<file path="src/hdl/bcr_pkg.sv">
// shared types, register offsets and helpers for the board control register block
package bcr_pkg;

  localparam int unsigned ADDR_W = 20;
  localparam int unsigned DATA_W = 32;
  localparam int unsigned SIZE_W = 3;

  localparam int unsigned MEMORY_MEGABYTES_DEF = 16;

  // word offsets of the three registers
  localparam logic [ADDR_W-1:0] OFF_MEMCFG = 20'h00000;
  localparam logic [ADDR_W-1:0] OFF_CPUCFG = 20'h80000;
  localparam logic [ADDR_W-1:0] OFF_AUXCTL = 20'hE0000;

  // bit masks inside the registers
  localparam logic [7:0]  AUX_SELECT  = 8'h20;
  localparam logic [7:0]  AUX_CLOCK   = 8'h40;
  localparam logic [15:0] CFG_SERIAL  = 16'h0100;
  localparam logic [15:0] CFG_SOFTRST = 16'h0200;
  localparam logic [7:0]  SYSID_FPU   = 8'h02;

  // access size codes
  localparam logic [SIZE_W-1:0] SIZE_BYTE = 3'd1;
  localparam logic [SIZE_W-1:0] SIZE_HALF = 3'd2;

  typedef enum logic {
    MODE_READ  = 1'b0,
    MODE_WRITE = 1'b1
  } mode_t;

  typedef struct packed {
    logic [7:0]  memory_config;
    logic [15:0] cpu_config;
    logic [7:0]  aux_control;
  } regs_t;

  typedef struct packed {
    mode_t             mode;
    logic [ADDR_W-1:0] address;
    logic [SIZE_W-1:0] access_size;
    logic [DATA_W-1:0] write_data;
    logic              eeprom_data_pin;
  } req_t;

  typedef struct packed {
    logic [DATA_W-1:0] read_data;
    logic              pin_update;
    logic              eeprom_select;
    logic              eeprom_clock;
    logic              eeprom_serial_in;
    logic              reset_request;
    logic              unmapped_access;
  } rsp_t;

  // memory config reset value from the installed memory size
  function automatic logic [7:0] memcfg_reset(input int unsigned mb);
    int unsigned v;
    begin
      if (mb >= 64) begin
        v = (((mb >> 4) - 1) & 32'h0F) | 32'h10;
      end else begin
        v = ((mb >> 2) - 1) & 32'h0F;
      end
      return v[7:0];
    end
  endfunction

endpackage

</file>
<file path="src/hdl/bcr_if.sv">
// valid/ready channel interfaces for bus requests and results
interface bcr_req_if;
  logic        valid;
  logic        ready;
  logic        mode;
  logic [19:0] address;
  logic [2:0]  access_size;
  logic [31:0] write_data;
  logic        eeprom_data_pin;

  modport source (output valid, mode, address, access_size, write_data, eeprom_data_pin,
                  input ready);
  modport sink (input valid, mode, address, access_size, write_data, eeprom_data_pin,
                output ready);
endinterface

interface bcr_rsp_if;
  logic        valid;
  logic        ready;
  logic [31:0] read_data;
  logic        pin_update;
  logic        eeprom_select;
  logic        eeprom_clock;
  logic        eeprom_serial_in;
  logic        reset_request;
  logic        unmapped_access;

  modport source (output valid, read_data, pin_update, eeprom_select, eeprom_clock,
                  eeprom_serial_in, reset_request, unmapped_access, input ready);
  modport sink (input valid, read_data, pin_update, eeprom_select, eeprom_clock,
                eeprom_serial_in, reset_request, unmapped_access, output ready);
endinterface

</file>
<file path="src/hdl/bcr_decode.sv">
// address decode, lane shifting and register update for one bus request
module bcr_decode (
  input  bcr_pkg::req_t  req,
  input  bcr_pkg::regs_t regs,
  output bcr_pkg::regs_t regs_nxt,
  output bcr_pkg::rsp_t  rsp
);
  import bcr_pkg::*;

  logic [ADDR_W-1:0] word_off;
  logic              hit_mem;
  logic              hit_cpu;
  logic              hit_aux;
  logic [4:0]        shift;
  logic [DATA_W-1:0] mask;
  logic [DATA_W-1:0] rd_word;
  logic [DATA_W-1:0] wr_word;
  logic [7:0]        sysid;

  // word offset match
  assign word_off = {req.address[ADDR_W-1:2], 2'b00};
  assign hit_mem  = (word_off == OFF_MEMCFG);
  assign hit_cpu  = (word_off == OFF_CPUCFG);
  assign hit_aux  = (word_off == OFF_AUXCTL);

  // big-endian lane shift and size mask
  always_comb begin
    case (req.access_size)
      SIZE_BYTE: begin
        shift = {~req.address[1:0], 3'b000};
        mask  = 32'h0000_00FF;
      end
      SIZE_HALF: begin
        shift = {~req.address[1], 4'b0000};
        mask  = 32'h0000_FFFF;
      end
      default: begin
        shift = 5'd0;
        mask  = 32'hFFFF_FFFF;
      end
    endcase
  end

  // read word assembly
  assign sysid = {7'd0, req.eeprom_data_pin} | SYSID_FPU;
  always_comb begin
    rd_word = '0;
    if (hit_mem) begin
      rd_word = {regs.memory_config, sysid, 16'd0};
    end else if (hit_cpu) begin
      rd_word = {16'd0, regs.cpu_config};
    end else if (hit_aux) begin
      rd_word = {regs.aux_control, 24'd0};
    end
  end

  assign wr_word = (req.write_data & mask) << shift;

  // register update and result fields
  always_comb begin
    regs_nxt          = regs;
    rsp.read_data     = '0;
    rsp.pin_update    = 1'b0;
    rsp.reset_request = 1'b0;
    if (req.mode == MODE_WRITE) begin
      if (hit_mem) begin
        regs_nxt.memory_config = wr_word[31:24];
      end else if (hit_cpu) begin
        regs_nxt.cpu_config = wr_word[15:0];
        rsp.pin_update      = 1'b1;
        rsp.reset_request   = ((wr_word[15:0] & CFG_SOFTRST) != 16'd0) &&
                              ((regs.cpu_config & CFG_SOFTRST) == 16'd0);
      end else if (hit_aux) begin
        regs_nxt.aux_control = wr_word[31:24];
        rsp.pin_update       = 1'b1;
      end
    end else begin
      rsp.read_data = (rd_word >> shift) & mask;
    end
    rsp.eeprom_select    = (regs_nxt.aux_control & AUX_SELECT) != 8'd0;
    rsp.eeprom_clock     = (regs_nxt.aux_control & AUX_CLOCK) != 8'd0;
    rsp.eeprom_serial_in = (regs_nxt.cpu_config & CFG_SERIAL) != 16'd0;
    rsp.unmapped_access  = !(hit_mem || hit_cpu || hit_aux);
  end

endmodule

</file>
<file path="src/hdl/board_control_register_block.sv">
// top level: request register, decode and result register of the control block
// a request waits in the request register and moves into the result register once that one is free
// throughput: one request per cycle; input ready follows output ready when both stages are full
// the register update and decode sit in a single stage between those two registers
// reset (rst_n low, synchronous): both stages empty, cpu config and aux control zero,
// memory config set from the installed memory size
module board_control_register_block #(
  parameter int unsigned MEMORY_MEGABYTES = bcr_pkg::MEMORY_MEGABYTES_DEF
) (
  input  logic   clk,
  input  logic   rst_n,
  bcr_req_if.sink   in_req,
  bcr_rsp_if.source out_rsp
);
  import bcr_pkg::*;

  localparam logic [7:0] MEMCFG_RST = memcfg_reset(MEMORY_MEGABYTES);

  logic  req_valid_r;
  req_t  req_r;
  logic  out_valid_r;
  rsp_t  rsp_r;
  regs_t regs_r;
  regs_t regs_nxt;
  rsp_t  rsp_nxt;
  logic  advance;
  logic  in_fire;

  // pipeline control
  assign advance      = req_valid_r && (!out_valid_r || out_rsp.ready);
  assign in_req.ready = !req_valid_r || advance;
  assign in_fire      = in_req.valid && in_req.ready;

  // request register
  always_ff @(posedge clk) begin
    if (!rst_n) begin
      req_valid_r <= 1'b0;
    end else if (in_req.ready) begin
      req_valid_r <= in_req.valid;
    end
    if (in_fire) begin
      req_r.mode            <= mode_t'(in_req.mode);
      req_r.address         <= in_req.address;
      req_r.access_size     <= in_req.access_size;
      req_r.write_data      <= in_req.write_data;
      req_r.eeprom_data_pin <= in_req.eeprom_data_pin;
    end
  end

  bcr_decode u_decode (
    .req      (req_r),
    .regs     (regs_r),
    .regs_nxt (regs_nxt),
    .rsp      (rsp_nxt)
  );

  // architectural registers
  always_ff @(posedge clk) begin
    if (!rst_n) begin
      regs_r.memory_config <= MEMCFG_RST;
      regs_r.cpu_config    <= '0;
      regs_r.aux_control   <= '0;
    end else if (advance) begin
      regs_r <= regs_nxt;
    end
  end

  // result register
  always_ff @(posedge clk) begin
    if (!rst_n) begin
      out_valid_r <= 1'b0;
    end else if (advance) begin
      out_valid_r <= 1'b1;
    end else if (out_rsp.ready) begin
      out_valid_r <= 1'b0;
    end
    if (advance) begin
      rsp_r <= rsp_nxt;
    end
  end

  assign out_rsp.valid            = out_valid_r;
  assign out_rsp.read_data        = rsp_r.read_data;
  assign out_rsp.pin_update       = rsp_r.pin_update;
  assign out_rsp.eeprom_select    = rsp_r.eeprom_select;
  assign out_rsp.eeprom_clock     = rsp_r.eeprom_clock;
  assign out_rsp.eeprom_serial_in = rsp_r.eeprom_serial_in;
  assign out_rsp.reset_request    = rsp_r.reset_request;
  assign out_rsp.unmapped_access  = rsp_r.unmapped_access;

  // a reset request only comes from a cpu config write
  a_rst_needs_update: assert property (@(posedge clk) disable iff (!rst_n)
    out_valid_r |-> (!rsp_r.reset_request || rsp_r.pin_update))
    else $error("reset request without pin update");

  // an unknown offset never drives the pins
  a_unmapped_no_pins: assert property (@(posedge clk) disable iff (!rst_n)
    out_valid_r && rsp_r.unmapped_access |-> !rsp_r.pin_update)
    else $error("unmapped access updated pins");

  // a request moving out of the input stage always lands in the result register
  a_advance_fills: assert property (@(posedge clk) disable iff (!rst_n)
    advance |=> out_valid_r)
    else $error("result register not loaded");

  // a held request moves on whenever the result register is free
  a_no_bubble: assert property (@(posedge clk) disable iff (!rst_n)
    req_valid_r && !out_valid_r |-> advance)
    else $error("request stalled with empty result register");

  // registers change only when a request is processed
  a_regs_hold: assert property (@(posedge clk) disable iff (!rst_n)
    !$past(advance) && $past(rst_n) |-> $stable(regs_r))
    else $error("registers changed without a request");

endmodule

</file>
<file path="src/flat_wrapper.sv">
// flat-port wrapper written by rule: the top's interface ports become plain ports
module board_control_register_block_flat import bcr_pkg::*;
#(
  parameter int unsigned MEMORY_MEGABYTES = bcr_pkg::MEMORY_MEGABYTES_DEF
)
  (clk, rst_n, in_req_valid, in_req_mode, in_req_address, in_req_access_size, in_req_write_data, in_req_eeprom_data_pin, in_req_ready, out_rsp_valid, out_rsp_read_data, out_rsp_pin_update, out_rsp_eeprom_select, out_rsp_eeprom_clock, out_rsp_eeprom_serial_in, out_rsp_reset_request, out_rsp_unmapped_access, out_rsp_ready);
  bcr_req_if in_req_i ();
  bcr_rsp_if out_rsp_i ();
  input  logic clk;
  input  logic rst_n;
  input wire logic [$bits(in_req_i.valid)-1:0] in_req_valid;
  input wire logic [$bits(in_req_i.mode)-1:0] in_req_mode;
  input wire logic [$bits(in_req_i.address)-1:0] in_req_address;
  input wire logic [$bits(in_req_i.access_size)-1:0] in_req_access_size;
  input wire logic [$bits(in_req_i.write_data)-1:0] in_req_write_data;
  input wire logic [$bits(in_req_i.eeprom_data_pin)-1:0] in_req_eeprom_data_pin;
  output wire logic [$bits(in_req_i.ready)-1:0] in_req_ready;
  output wire logic [$bits(out_rsp_i.valid)-1:0] out_rsp_valid;
  output wire logic [$bits(out_rsp_i.read_data)-1:0] out_rsp_read_data;
  output wire logic [$bits(out_rsp_i.pin_update)-1:0] out_rsp_pin_update;
  output wire logic [$bits(out_rsp_i.eeprom_select)-1:0] out_rsp_eeprom_select;
  output wire logic [$bits(out_rsp_i.eeprom_clock)-1:0] out_rsp_eeprom_clock;
  output wire logic [$bits(out_rsp_i.eeprom_serial_in)-1:0] out_rsp_eeprom_serial_in;
  output wire logic [$bits(out_rsp_i.reset_request)-1:0] out_rsp_reset_request;
  output wire logic [$bits(out_rsp_i.unmapped_access)-1:0] out_rsp_unmapped_access;
  input wire logic [$bits(out_rsp_i.ready)-1:0] out_rsp_ready;
  assign in_req_i.valid = in_req_valid;
  assign in_req_i.mode = in_req_mode;
  assign in_req_i.address = in_req_address;
  assign in_req_i.access_size = in_req_access_size;
  assign in_req_i.write_data = in_req_write_data;
  assign in_req_i.eeprom_data_pin = in_req_eeprom_data_pin;
  assign in_req_ready = in_req_i.ready;
  assign out_rsp_valid = out_rsp_i.valid;
  assign out_rsp_read_data = out_rsp_i.read_data;
  assign out_rsp_pin_update = out_rsp_i.pin_update;
  assign out_rsp_eeprom_select = out_rsp_i.eeprom_select;
  assign out_rsp_eeprom_clock = out_rsp_i.eeprom_clock;
  assign out_rsp_eeprom_serial_in = out_rsp_i.eeprom_serial_in;
  assign out_rsp_reset_request = out_rsp_i.reset_request;
  assign out_rsp_unmapped_access = out_rsp_i.unmapped_access;
  assign out_rsp_i.ready = out_rsp_ready;
  board_control_register_block #(.MEMORY_MEGABYTES(MEMORY_MEGABYTES)) u_core (.clk(clk), .rst_n(rst_n), .in_req(in_req_i), .out_rsp(out_rsp_i));
endmodule
</file>
<file path="config.mk">
export PLATFORM = sky130hd
export DESIGN_NAME = board_control_register_block_flat
export DESIGN_NICKNAME = d
export VERILOG_FILES = /design/src/hdl/bcr_pkg.sv /design/src/hdl/bcr_if.sv /design/src/hdl/bcr_decode.sv /design/src/hdl/board_control_register_block.sv /design/src/flat_wrapper.sv
export SDC_FILE = /design/constraint.sdc
export NUM_CORES = 1
export LEC_CHECK = 0
export BUFFER_PORTS_ARGS = -buffer_cell sky130_fd_sc_hd__buf_4
export CAP_MARGIN = 0
export CORE_ASPECT_RATIO = 1.75
export CORE_MARGIN = 10
export CORE_UTILIZATION = 59
export CTS_BUF_LIST = sky130_fd_sc_hd__clkbuf_16
export CTS_CLUSTER_DIAMETER = 200
export CTS_CLUSTER_SIZE = 24
export DETAILED_ROUTE_END_ITERATION = 10
export GPL_ROUTABILITY_DRIVEN = 0
export PLACE_DENSITY = 0.87
export SLEW_MARGIN = 20
export SYNTH_ARGS = -nofsm -noshare
export SYNTH_HDL_FRONTEND = slang
export SYNTH_SLANG_ARGS = --single-unit
</file>
<file path="constraint.sdc">
create_clock -name clk -period 3.8 [get_ports clk]
set_clock_uncertainty 0.05 [all_clocks]
set_input_delay 0.19 -clock clk [delete_from_list [all_inputs] [get_ports clk]]
set_output_delay 0.19 -clock clk [all_outputs]
set_load 0.02 [all_outputs]
</file>
==> results.json, run 1 <==
{
  "tightestPinTransition_ps": 941,
  "vdd_drop_max_uv": 452,
  "antenna_found_initial": 0,
  "wl_um": 13500,
  "critPathMaxFanout": 13,
  "required_ps": 3890,
  "routed_via_density": 6.16,
  "netlist_area_mm2": 0.00504,
  "dp_hpwl_um": 8460,
  "drive_gt1_share_pct": 23.3,
  "rsz0062_at_grt": "false",
  "ctsRootBufferMaster": "clkbuf_16",
  "max_freq_ghz": 0.397,
  "cp.arrival_ps": 2600,
  "met1_usage_pct": 20.2,
  "finalWorstSetupSlack_ps": 1280,
  "critPathKind": "register to register",
  "start_kind": "register",
  "seq_area_frac_synth_pct": 65.4,
  "grt_max_degree": 50,
  "fin_cells": 673,
  "pre_cts_slack_ps": 1510,
  "grt_busiest_layer": "met2",
  "hold_class": "input port to register",
  "drc": 0,
  "use_met3_pct": 6.55,
  "boundaryPins": 101,
  "endpoint_kind": "register",
  "grt_first_pass_wirelength_um": 21200,
  "diodes": 0,
  "die_x_um": 89.9,
  "antenna_left": 0,
  "wl_per_cell_um": 20.1,
  "cts_setup_buffers": 0,
  "nets": 606,
  "clkTransAtPathRegs_ps": 60,
  "synthCells": 400,
  "async_reset_ff_share_pct": 0,
  "hold_viol": 0,
  "maxCapViolCount": 0,
  "vias": 4148,
  "outcome": "finished, final reports clean",
  "core-area_mm2": 0.00831,
  "postLayoutCellArea_mm2": 0.00682,
  "cts_buffers": 17,
  "met2_usage_pct": 36.9,
  "synth_edf_count": 87,
  "drtPass1Iterations": 5,
  "synth_seq_cells": 121,
  "avgSynthCellArea_um2": 12.6,
  "setup_tns_ps": 0,
  "p_leak_uw": 0.00242,
  "post-route-period-util_pct": 66.2,
  "cts_sinks": 121,
  "synthFlopType": "edfxtp_1",
  "yosysWarningCount": 0,
  "drt_iter0_markers": 645,
  "htree_levels": 4,
  "syn_to_final_growth_pct": 35.3,
  "clk_path_buf_depth": 2,
  "final_cell_mix": "buf_4, edfxtp_1, dlygate4sd3_1",
  "initial_core_util_pct": 60.6,
  "dieArea_mm2": 0.0128,
  "yosysUniqueCellTypes": 46,
  "power_density_mw_per_mm2": 452,
  "track_usage_pct": 21.0,
  "slew_violations": 0,
  "cts_tree": "done",
  "setup_viol": 0,
  "dpl_cell_area_mm2": 0.00583,
  "grt_pass1_vias": 4186,
  "fin_crit_ps": 2520,
  "num_rows": 44,
  "clkLatencyLatePin_ps": 420,
  "grt_remaining_overflow": 0,
  "dieHeight_um": 142,
  "slew_headroom_pct": 36.9,
  "placedCellCount": 591,
  "final_common_cell": "buf_4",
  "numPortBuffers": 92
}
==> final timing paths <==
path / startpoint / endpoint / slack, ps / depth (start not counted)
setup / recovery: u_core.req_r[37] / u_core.out_rsp.read_data[3] / 1280 / 4
hold / removal: out_rsp_ready / u_core.out_rsp.valid / 40 / 4
setup reg to reg: u_core.req_r[37] / u_core.out_rsp.read_data[3] / 1280 / 4
hold reg to reg: u_core.regs_r[16] / u_core.regs_r[16] / 450 / 2
==> metal layers <==
metal  up-vias  share of wire (%)
met3        77                7.9
met4         0                6.3
met5         -                  0
met2       282                 52
met1      1917                 34
li1       1872                  -
==> registers in the layout, indices dropped and copies added, names as in the netlist <==
| register | flops |
|---|---|
| u_core.out_rsp.reset_request | 1 |
| u_core.req_r | 49 |
| u_core.out_rsp.read_data | 32 |
| u_core.out_rsp.eeprom_clock | 1 |
| u_core.out_rsp.pin_update | 1 |
| u_core.regs_r | 32 |
| u_core.out_rsp.eeprom_serial_in | 1 |
| u_core.req_valid_r | 1 |
| u_core.out_rsp.valid | 1 |
| u_core.out_rsp.eeprom_select | 1 |
| u_core.out_rsp.unmapped_access | 1 |
==> critical path, cell delays in order, from the launching register on <==
cell and delay, ps:
edfxtp_1 480, nor2_1 650, nand2_1 490, nand4_1 390
o22ai_1 170
==> power breakdown <==
group / total (µW) / switching [µW] / internal (µW) / leakage (µW)
Combinational: 255 / 135 / 120 / 0.00106
Sequential: 1510 / 33.0 / 1470 / 0.00109
Clock: 1320 / 528 / 796 / 0.000269
==> synth_stat cells (2+ instances only) <==
cell	instances	area, µm²
clkbuf_1	21	78.8
a211oi_1	2	15.0
mux2i_1	15	150
or3_1	2	12.5
nand3_2	2	20.0
o211ai_1	16	120
and2_1	2	12.5
inv_1	4	15.0
buf_2	4	20.0
nor3_1	2	10.0
a22oi_1	15	113
nor4_1	5	31.3
nand2_1	21	78.8
edfxtp_1	87	2610
a21oi_1	16	80.1
o311ai_0	14	123
nor2_1	20	75.1
nor2b_1	11	68.8
o21ai_0	30	150
nand3_1	12	60.1
nor4b_2	2	30.0
nand2b_1	9	56.3
o22ai_1	6	37.5
nand4_1	9	56.3
or4_1	2	15.0
dfxtp_1	34	681
and3_1	4	25.0
a32o_1	8	80.1
a311oi_1	2	17.5
o31ai_1	7	52.6
==> cell families after synthesis <==
group,share of synthesized area (%)
compound gates,16.0
xor+xnor,0.174
buf+inv,2.48
flops,65.4
mux,3.20
other cells,0.0744
simple gates,12.7
==> what timing repair did <==
action | in CTS | in global routing
hold buffers | 50 | 0
resized for setup | 0 | 0
endpoints found under the setup margin | 0 | 0
hold endpoints to repair | 50 | 0
==> area by class of cell <==
cell class,instances,area (µm²)
fillers,427,1490
inverters,4,15.0
repair buffers,148,1240
multi-input cells,253,1640
flip-flops and latches,121,3290
clock buffers,17,425
well taps,115,144
clock inverters,15,63.8
==> metrics by stage <==
stage | total power [µW] | utilization [%] | hold slack [ps]
6_report | 3090 | 82.0 | 39.6
3_3_place_gp | 1720 | 70.1 | 319
5_1_grt | 3170 | 82.0 | 55.1
3_5_place_dp | 1730 | 70.1 | 319
4_1_cts | 3070 | 82.0 | 34.1
2_1_floorplan | 1630 | - | 239
No activity file was read; power rests on OpenSTA's default activity.
==> inputs of run 2 (changes only) <==
Settings changed: CORE_UTILIZATION 59 to 49, PLACE_DENSITY 0.87 to 0.77.
Clock period 3.8 ns to 2.3 ns, I/O delays scaled along.
==> run 2 against run 1 <==
Combinational power increased by 73%. Global-route usage decreased by 3.7 points. First-iteration DRC count decreased by 24%. Power increased by 73%. Worst setup slack got worse by 1100 ps. Critical path type unchanged. Hold slack improved by 53 ps. Clock power increased by 83%. Largest power group unchanged. Wire length decreased by 2.8%. Non-clock buffer count increased by 15.
==> results.json, run 2 (synthesis results as in run 1) <==
{
  "seqCellArea_mm2": 0.00329,
  "core-area_mm2": 0.00997,
  "p_total_uw": 5350,
  "max_freq_ghz": 0.469,
  "drc": 0,
  "dp_hpwl_um": 9030,
  "clkTransAtPathRegs_ps": 60,
  "initial_core_util_pct": 50.5,
  "hold_viol": 0,
  "boundaryPins": 101,
  "largest-register": "u_core.req_r",
  "post-route-period-util_pct": 92.8,
  "fin_cells": 698,
  "grt_remaining_overflow": 0,
  "grt_max_degree": 40,
  "cts_sinks": 121,
  "critPathMaxFanout": 6,
  "vdd_drop_max_uv": 599,
  "outcome": "finished, final reports clean",
  "nets": 621,
  "drtPass1Iterations": 5,
  "antenna_left": 0,
  "ctsRootBufferMaster": "clkbuf_16",
  "dieHeight_um": 154,
  "wl_per_cell_um": 18.8,
  "fillers": 714,
  "vias": 3995,
  "drive_gt1_share_pct": 25.8,
  "holdWs_ps": 92.7,
  "endpoint_kind": "register",
  "setup_tns_ps": 0,
  "p_leak_uw": 0.00250,
  "maxCapViolCount": 0,
  "final_common_cell": "buf_4",
  "multi_input_area_mm2": 0.00164,
  "slew_headroom_pct": 61.4,
  "setup_viol": 0,
  "diodes": 0,
  "final_cell_mix": "buf_4, edfxtp_1, dlygate4sd3_1",
  "wl_um": 13100,
  "htree_levels": 4,
  "routed_via_density": 5.72,
  "slew_violations": 0,
  "critPathKind": "register to register",
  "drt_iter0_markers": 491,
  "syn_to_final_growth_pct": 39.5,
  "utilization_pct": 70.5,
  "clk_path_buf_depth": 2,
  "top_layer": "met4",
  "placedCellCount": 613,
  "required_ps": 2500,
  "power_density_mw_per_mm2": 761,
  "num_rows": 48,
  "cts_buffers": 17,
  "antenna_found_initial": 0,
  "dieArea_mm2": 0.0149,
  "numPortBuffers": 92,
  "hold_class": "input port to register",
  "cts_tree": "done",
  "rsz0062_at_grt": "false",
  "grt_pass1_vias": 4007,
  "start_kind": "register",
  "die_x_um": 96.7,
  "largest_reg_flops": 49,
  "dr_wl_met2_um": 7030,
  "clkLatencyLatePin_ps": 420,
  "cp.arrival_ps": 2330,
  "tightestPinTransition_ps": 577,
  "grt_first_pass_wirelength_um": 20600,
  "track_usage_pct": 17.3,
  "fin_crit_ps": 2130,
  "route.met3.wl_um": 729,
  "wl_met1_um": 4690
}
[run 2: critical path: stages (launching register included)]
cell and delay (ps):
edfxtp_1 390, or4_4 570, nor4_4 440, nand4_1 140
buf_4 200, o22ai_1 160
[run 2: routing by layer]
layer | global-route usage (%) | vias to the layer above
met5 | 0 | -
met4 | 11.1 | 0
met3 | 4.44 | 41
met2 | 31.3 | 176
met1 | 17.0 | 1884
li1 | - | 1894
[run 2: layout make-up]
type,instances,share of cell area (%)
timing repair buffer,163,19.6
clock buffer,17,6.05
sequential,121,46.9
multi-input combinational,253,23.4
inverter,4,0.214
clock inverter,15,1.71
tap,125,2.23
[run 2: final timing paths]
| check | to | cells past startpoint | from | slack (ps) |
|---|---|---|---|---|
| worst max-delay path | u_core.out_rsp.read_data[2] | 5 | u_core.req_r[52] | 170 |
| worst min-delay path | u_core.regs_r[16] | 3 | rst_n | 90 |
| worst min register to register | u_core.regs_r[16] | 2 | u_core.regs_r[16] | 440 |
| worst max register to register | u_core.out_rsp.read_data[2] | 5 | u_core.req_r[52] | 170 |
[run 2: timing repair]
| action | 4_1_cts | 5_1_grt |
|---|---|---|
| endpoints found under the setup margin | 0 | 9 |
| endpoints found under the hold margin | 51 | 0 |
| resized for setup | 0 | 1 |
| hold buffers | 51 | 0 |
| setup buffers | 0 | 2 |
[run 2: per-stage QoR]
stage                     area (µm²)  worst slack [ps]
after floorplan                 5060              57.3
after global placement          5960               181
after detailed placement        5960              84.0
after CTS                       7010              71.7
after global routing            7030              20.8
final                           7030               167
[run 2: report_power, final]
part / switching, µW / internal [µW]
logic: 223 / 216
clock network: 877 / 1550
registers: 49.6 / 2430
total: 1150 / 4200
==> inputs of run 3 (changes only) <==
Settings changed: PLACE_DENSITY 0.77 to unset, PLACE_DENSITY_LB_ADDON set to 0.15, SETUP_SLACK_MARGIN set to 0.5.
==> run 3 against run 2 <==
Power increased by 1.3%. Core utilization up 3.5 points. Wire length rose by 0.23%. Worst setup slack improved by 140 ps. Non-clock buffer count rose by 15. Hold slack got worse by 28 ps. Critical path type unchanged. Clock power rose by 2%. Die area is the same. Combinational power up 5.0%.
==> results.json, run 3 (synthesis results as in run 1) <==
{
  "drt_iter0_markers": 401,
  "required_ps": 2510,
  "numPortBuffers": 92,
  "fin_crit_ps": 1990,
  "whs_path_depth": 3,
  "outcome": "finished, final reports clean",
  "final_cell_mix": "buf_4, edfxtp_1, dlygate4sd3_1",
  "maxCapViolCount": 0,
  "critPathMaxFanout": 6,
  "vias": 4084,
  "wl_per_cell_um": 18.4,
  "hold_class": "input port to register",
  "htree_levels": 4,
  "clkTransAtPathRegs_ps": 50,
  "fin_cells": 714,
  "tightestPinTransition_ps": 633,
  "largest_reg_flops": 49,
  "track_usage_pct": 17.5,
  "boundaryPins": 101,
  "dieHeight_um": 154,
  "grt_remaining_overflow": 0,
  "endpoint_kind": "register",
  "grt_first_pass_wirelength_um": 21000,
  "drive_gt1_share_pct": 35.0,
  "p_leak_uw": 0.00260,
  "slew_headroom_pct": 57.8,
  "rr_startpoint": "u_core.req_r[38]",
  "min-delay-start": "rst_n",
  "setup_viol": 0,
  "crit_top_cell": "buf_6",
  "clkPwrFrac_pct": 45.7,
  "drc": 0,
  "reg2reg_depth": 6,
  "grt_pass1_vias": 4147,
  "r2r-end": "u_core.out_rsp.read_data[5]",
  "wl_um": 13200,
  "core-area_mm2": 0.00997,
  "clkLatencyLatePin_ps": 410,
  "dieArea_mm2": 0.0149,
  "final_common_cell": "buf_4",
  "diodes": 0,
  "seqPwrFrac_pct": 45.8,
  "vdd_drop_max_uv": 800,
  "max_freq_ghz": 0.502,
  "switching_share_pct": 22.0,
  "dpl_cell_area_mm2": 0.00596,
  "nets": 637,
  "cts_tree": "done",
  "setup_tns_ps": 0,
  "ctsRootBufferMaster": "clkbuf_16",
  "cp_slowest_stage_delay_ps": 560,
  "reg2reg_slack_ps": 310,
  "combPwrFrac_pct": 8.5,
  "hold_viol": 0,
  "power_density_mw_per_mm2": 734,
  "worst_path_max_delay_cell": "or4_4",
  "routed_via_density": 5.72,
  "drtPass1Iterations": 6,
  "num_rows": 48,
  "largest-register": "u_core.req_r",
  "cp.arrival_ps": 2210,
  "holdWs_ps": 64.4,
  "syn_to_final_growth_pct": 46.4,
  "antenna_left": 0,
  "whs_endpoint": "u_core.req_valid_r",
  "grt_max_degree": 50,
  "rsz0062_at_grt": "true",
  "slew_violations": 0,
  "path_cells": "or4_4 > nor4_4 > buf_6 > nand4_1 > buf_6 > o22ai_2",
  "die_x_um": 96.7,
  "cts_buffers": 17,
  "post-route-period-util_pct": 86.7,
  "initial_core_util_pct": 50.5,
  "start_kind": "register",
  "placedCellCount": 613,
  "clk_path_buf_depth": 2,
  "dp_hpwl_um": 8920,
  "cts_sinks": 121,
  "postLayoutCellArea_mm2": 0.00738,
  "critPathKind": "register to register",
  "switchingPower_uw": 1190,
  "antenna_found_initial": 0,
  "p_int_uw": 4230
}
run 3: cell count changes in the layout (fill, tap and decap cells not counted), sizes merged:
cell      before  now
nand3         14   15
buf          112  127
clkinv         7    8
clkinvlp       2    4
inv            8    5
run 3: cell type report:
class,count,area (µm²)
flip-flops and latches,121,3300
fillers,693,2590
multi-input cells,254,1860
repair buffers,178,1490
clock buffers,17,425
well taps,125,156
clock inverters,15,138
inverters,4,18.8
run 3: layer usage:
metal	GRT usage, %	wire length, µm
met5	0	0
met4	12.4	706
met3	5.88	909
met2	29.3	6710
met1	17.7	4840
run 3: what timing repair did:
| item | in CTS | in global routing |
|---|---|---|
| endpoints found under the hold margin | 51 | 0 |
| hold buffers | 51 | 0 |
| setup buffers | 10 | 7 |
| pin swaps | 7 | 15 |
| cloned | 0 | 1 |
| resized for setup | 27 | 26 |
| setup endpoints to repair | 63 | 62 |
run 3: worst max path at each step:
stage                     startpoint                          end  slack, ps  depth (start not counted)
floorplan           u_core.req_r[52]  u_core.out_rsp.read_data[2]        480                          4
global placement    u_core.req_r[52]  u_core.out_rsp.read_data[5]        220                          4
detailed placement  u_core.req_r[52]  u_core.out_rsp.read_data[5]        130                          4
CTS                 u_core.req_r[38]  u_core.out_rsp.read_data[5]        300                          6
global route        u_core.req_r[38]  u_core.out_rsp.read_data[2]        210                          6
finish              u_core.req_r[38]  u_core.out_rsp.read_data[5]        310                          6
run 3: stage by stage:
step                power, µW  worst slack (ps)  utilization, %
global route             5610               206            74.0
CTS                      5450               301            72.4
floorplan                2700               481               -
detailed placement       2880               132            59.8
finish                   5420               306            74.0
global placement         2880               222            59.8
run 3: critical path, delay by kind of cell (launching register included):
kind | cells | cell delay, ps
AND/OR/NAND/NOR | 3 | 940
AO/OA/AOI/OAI | 1 | 130
flip-flops | 1 | 380
buffers and inverters | 2 | 330
run 3: power groups by stage:
stage                     registers, µW  clock network, µW  logic (µW)
after global placement             2520                  0         356
after global routing               2490               2630         493
final                              2480               2480         462
after detailed placement           2520                  0         362
after CTS                          2480               2520         446
after floorplan                    2550                  0         147
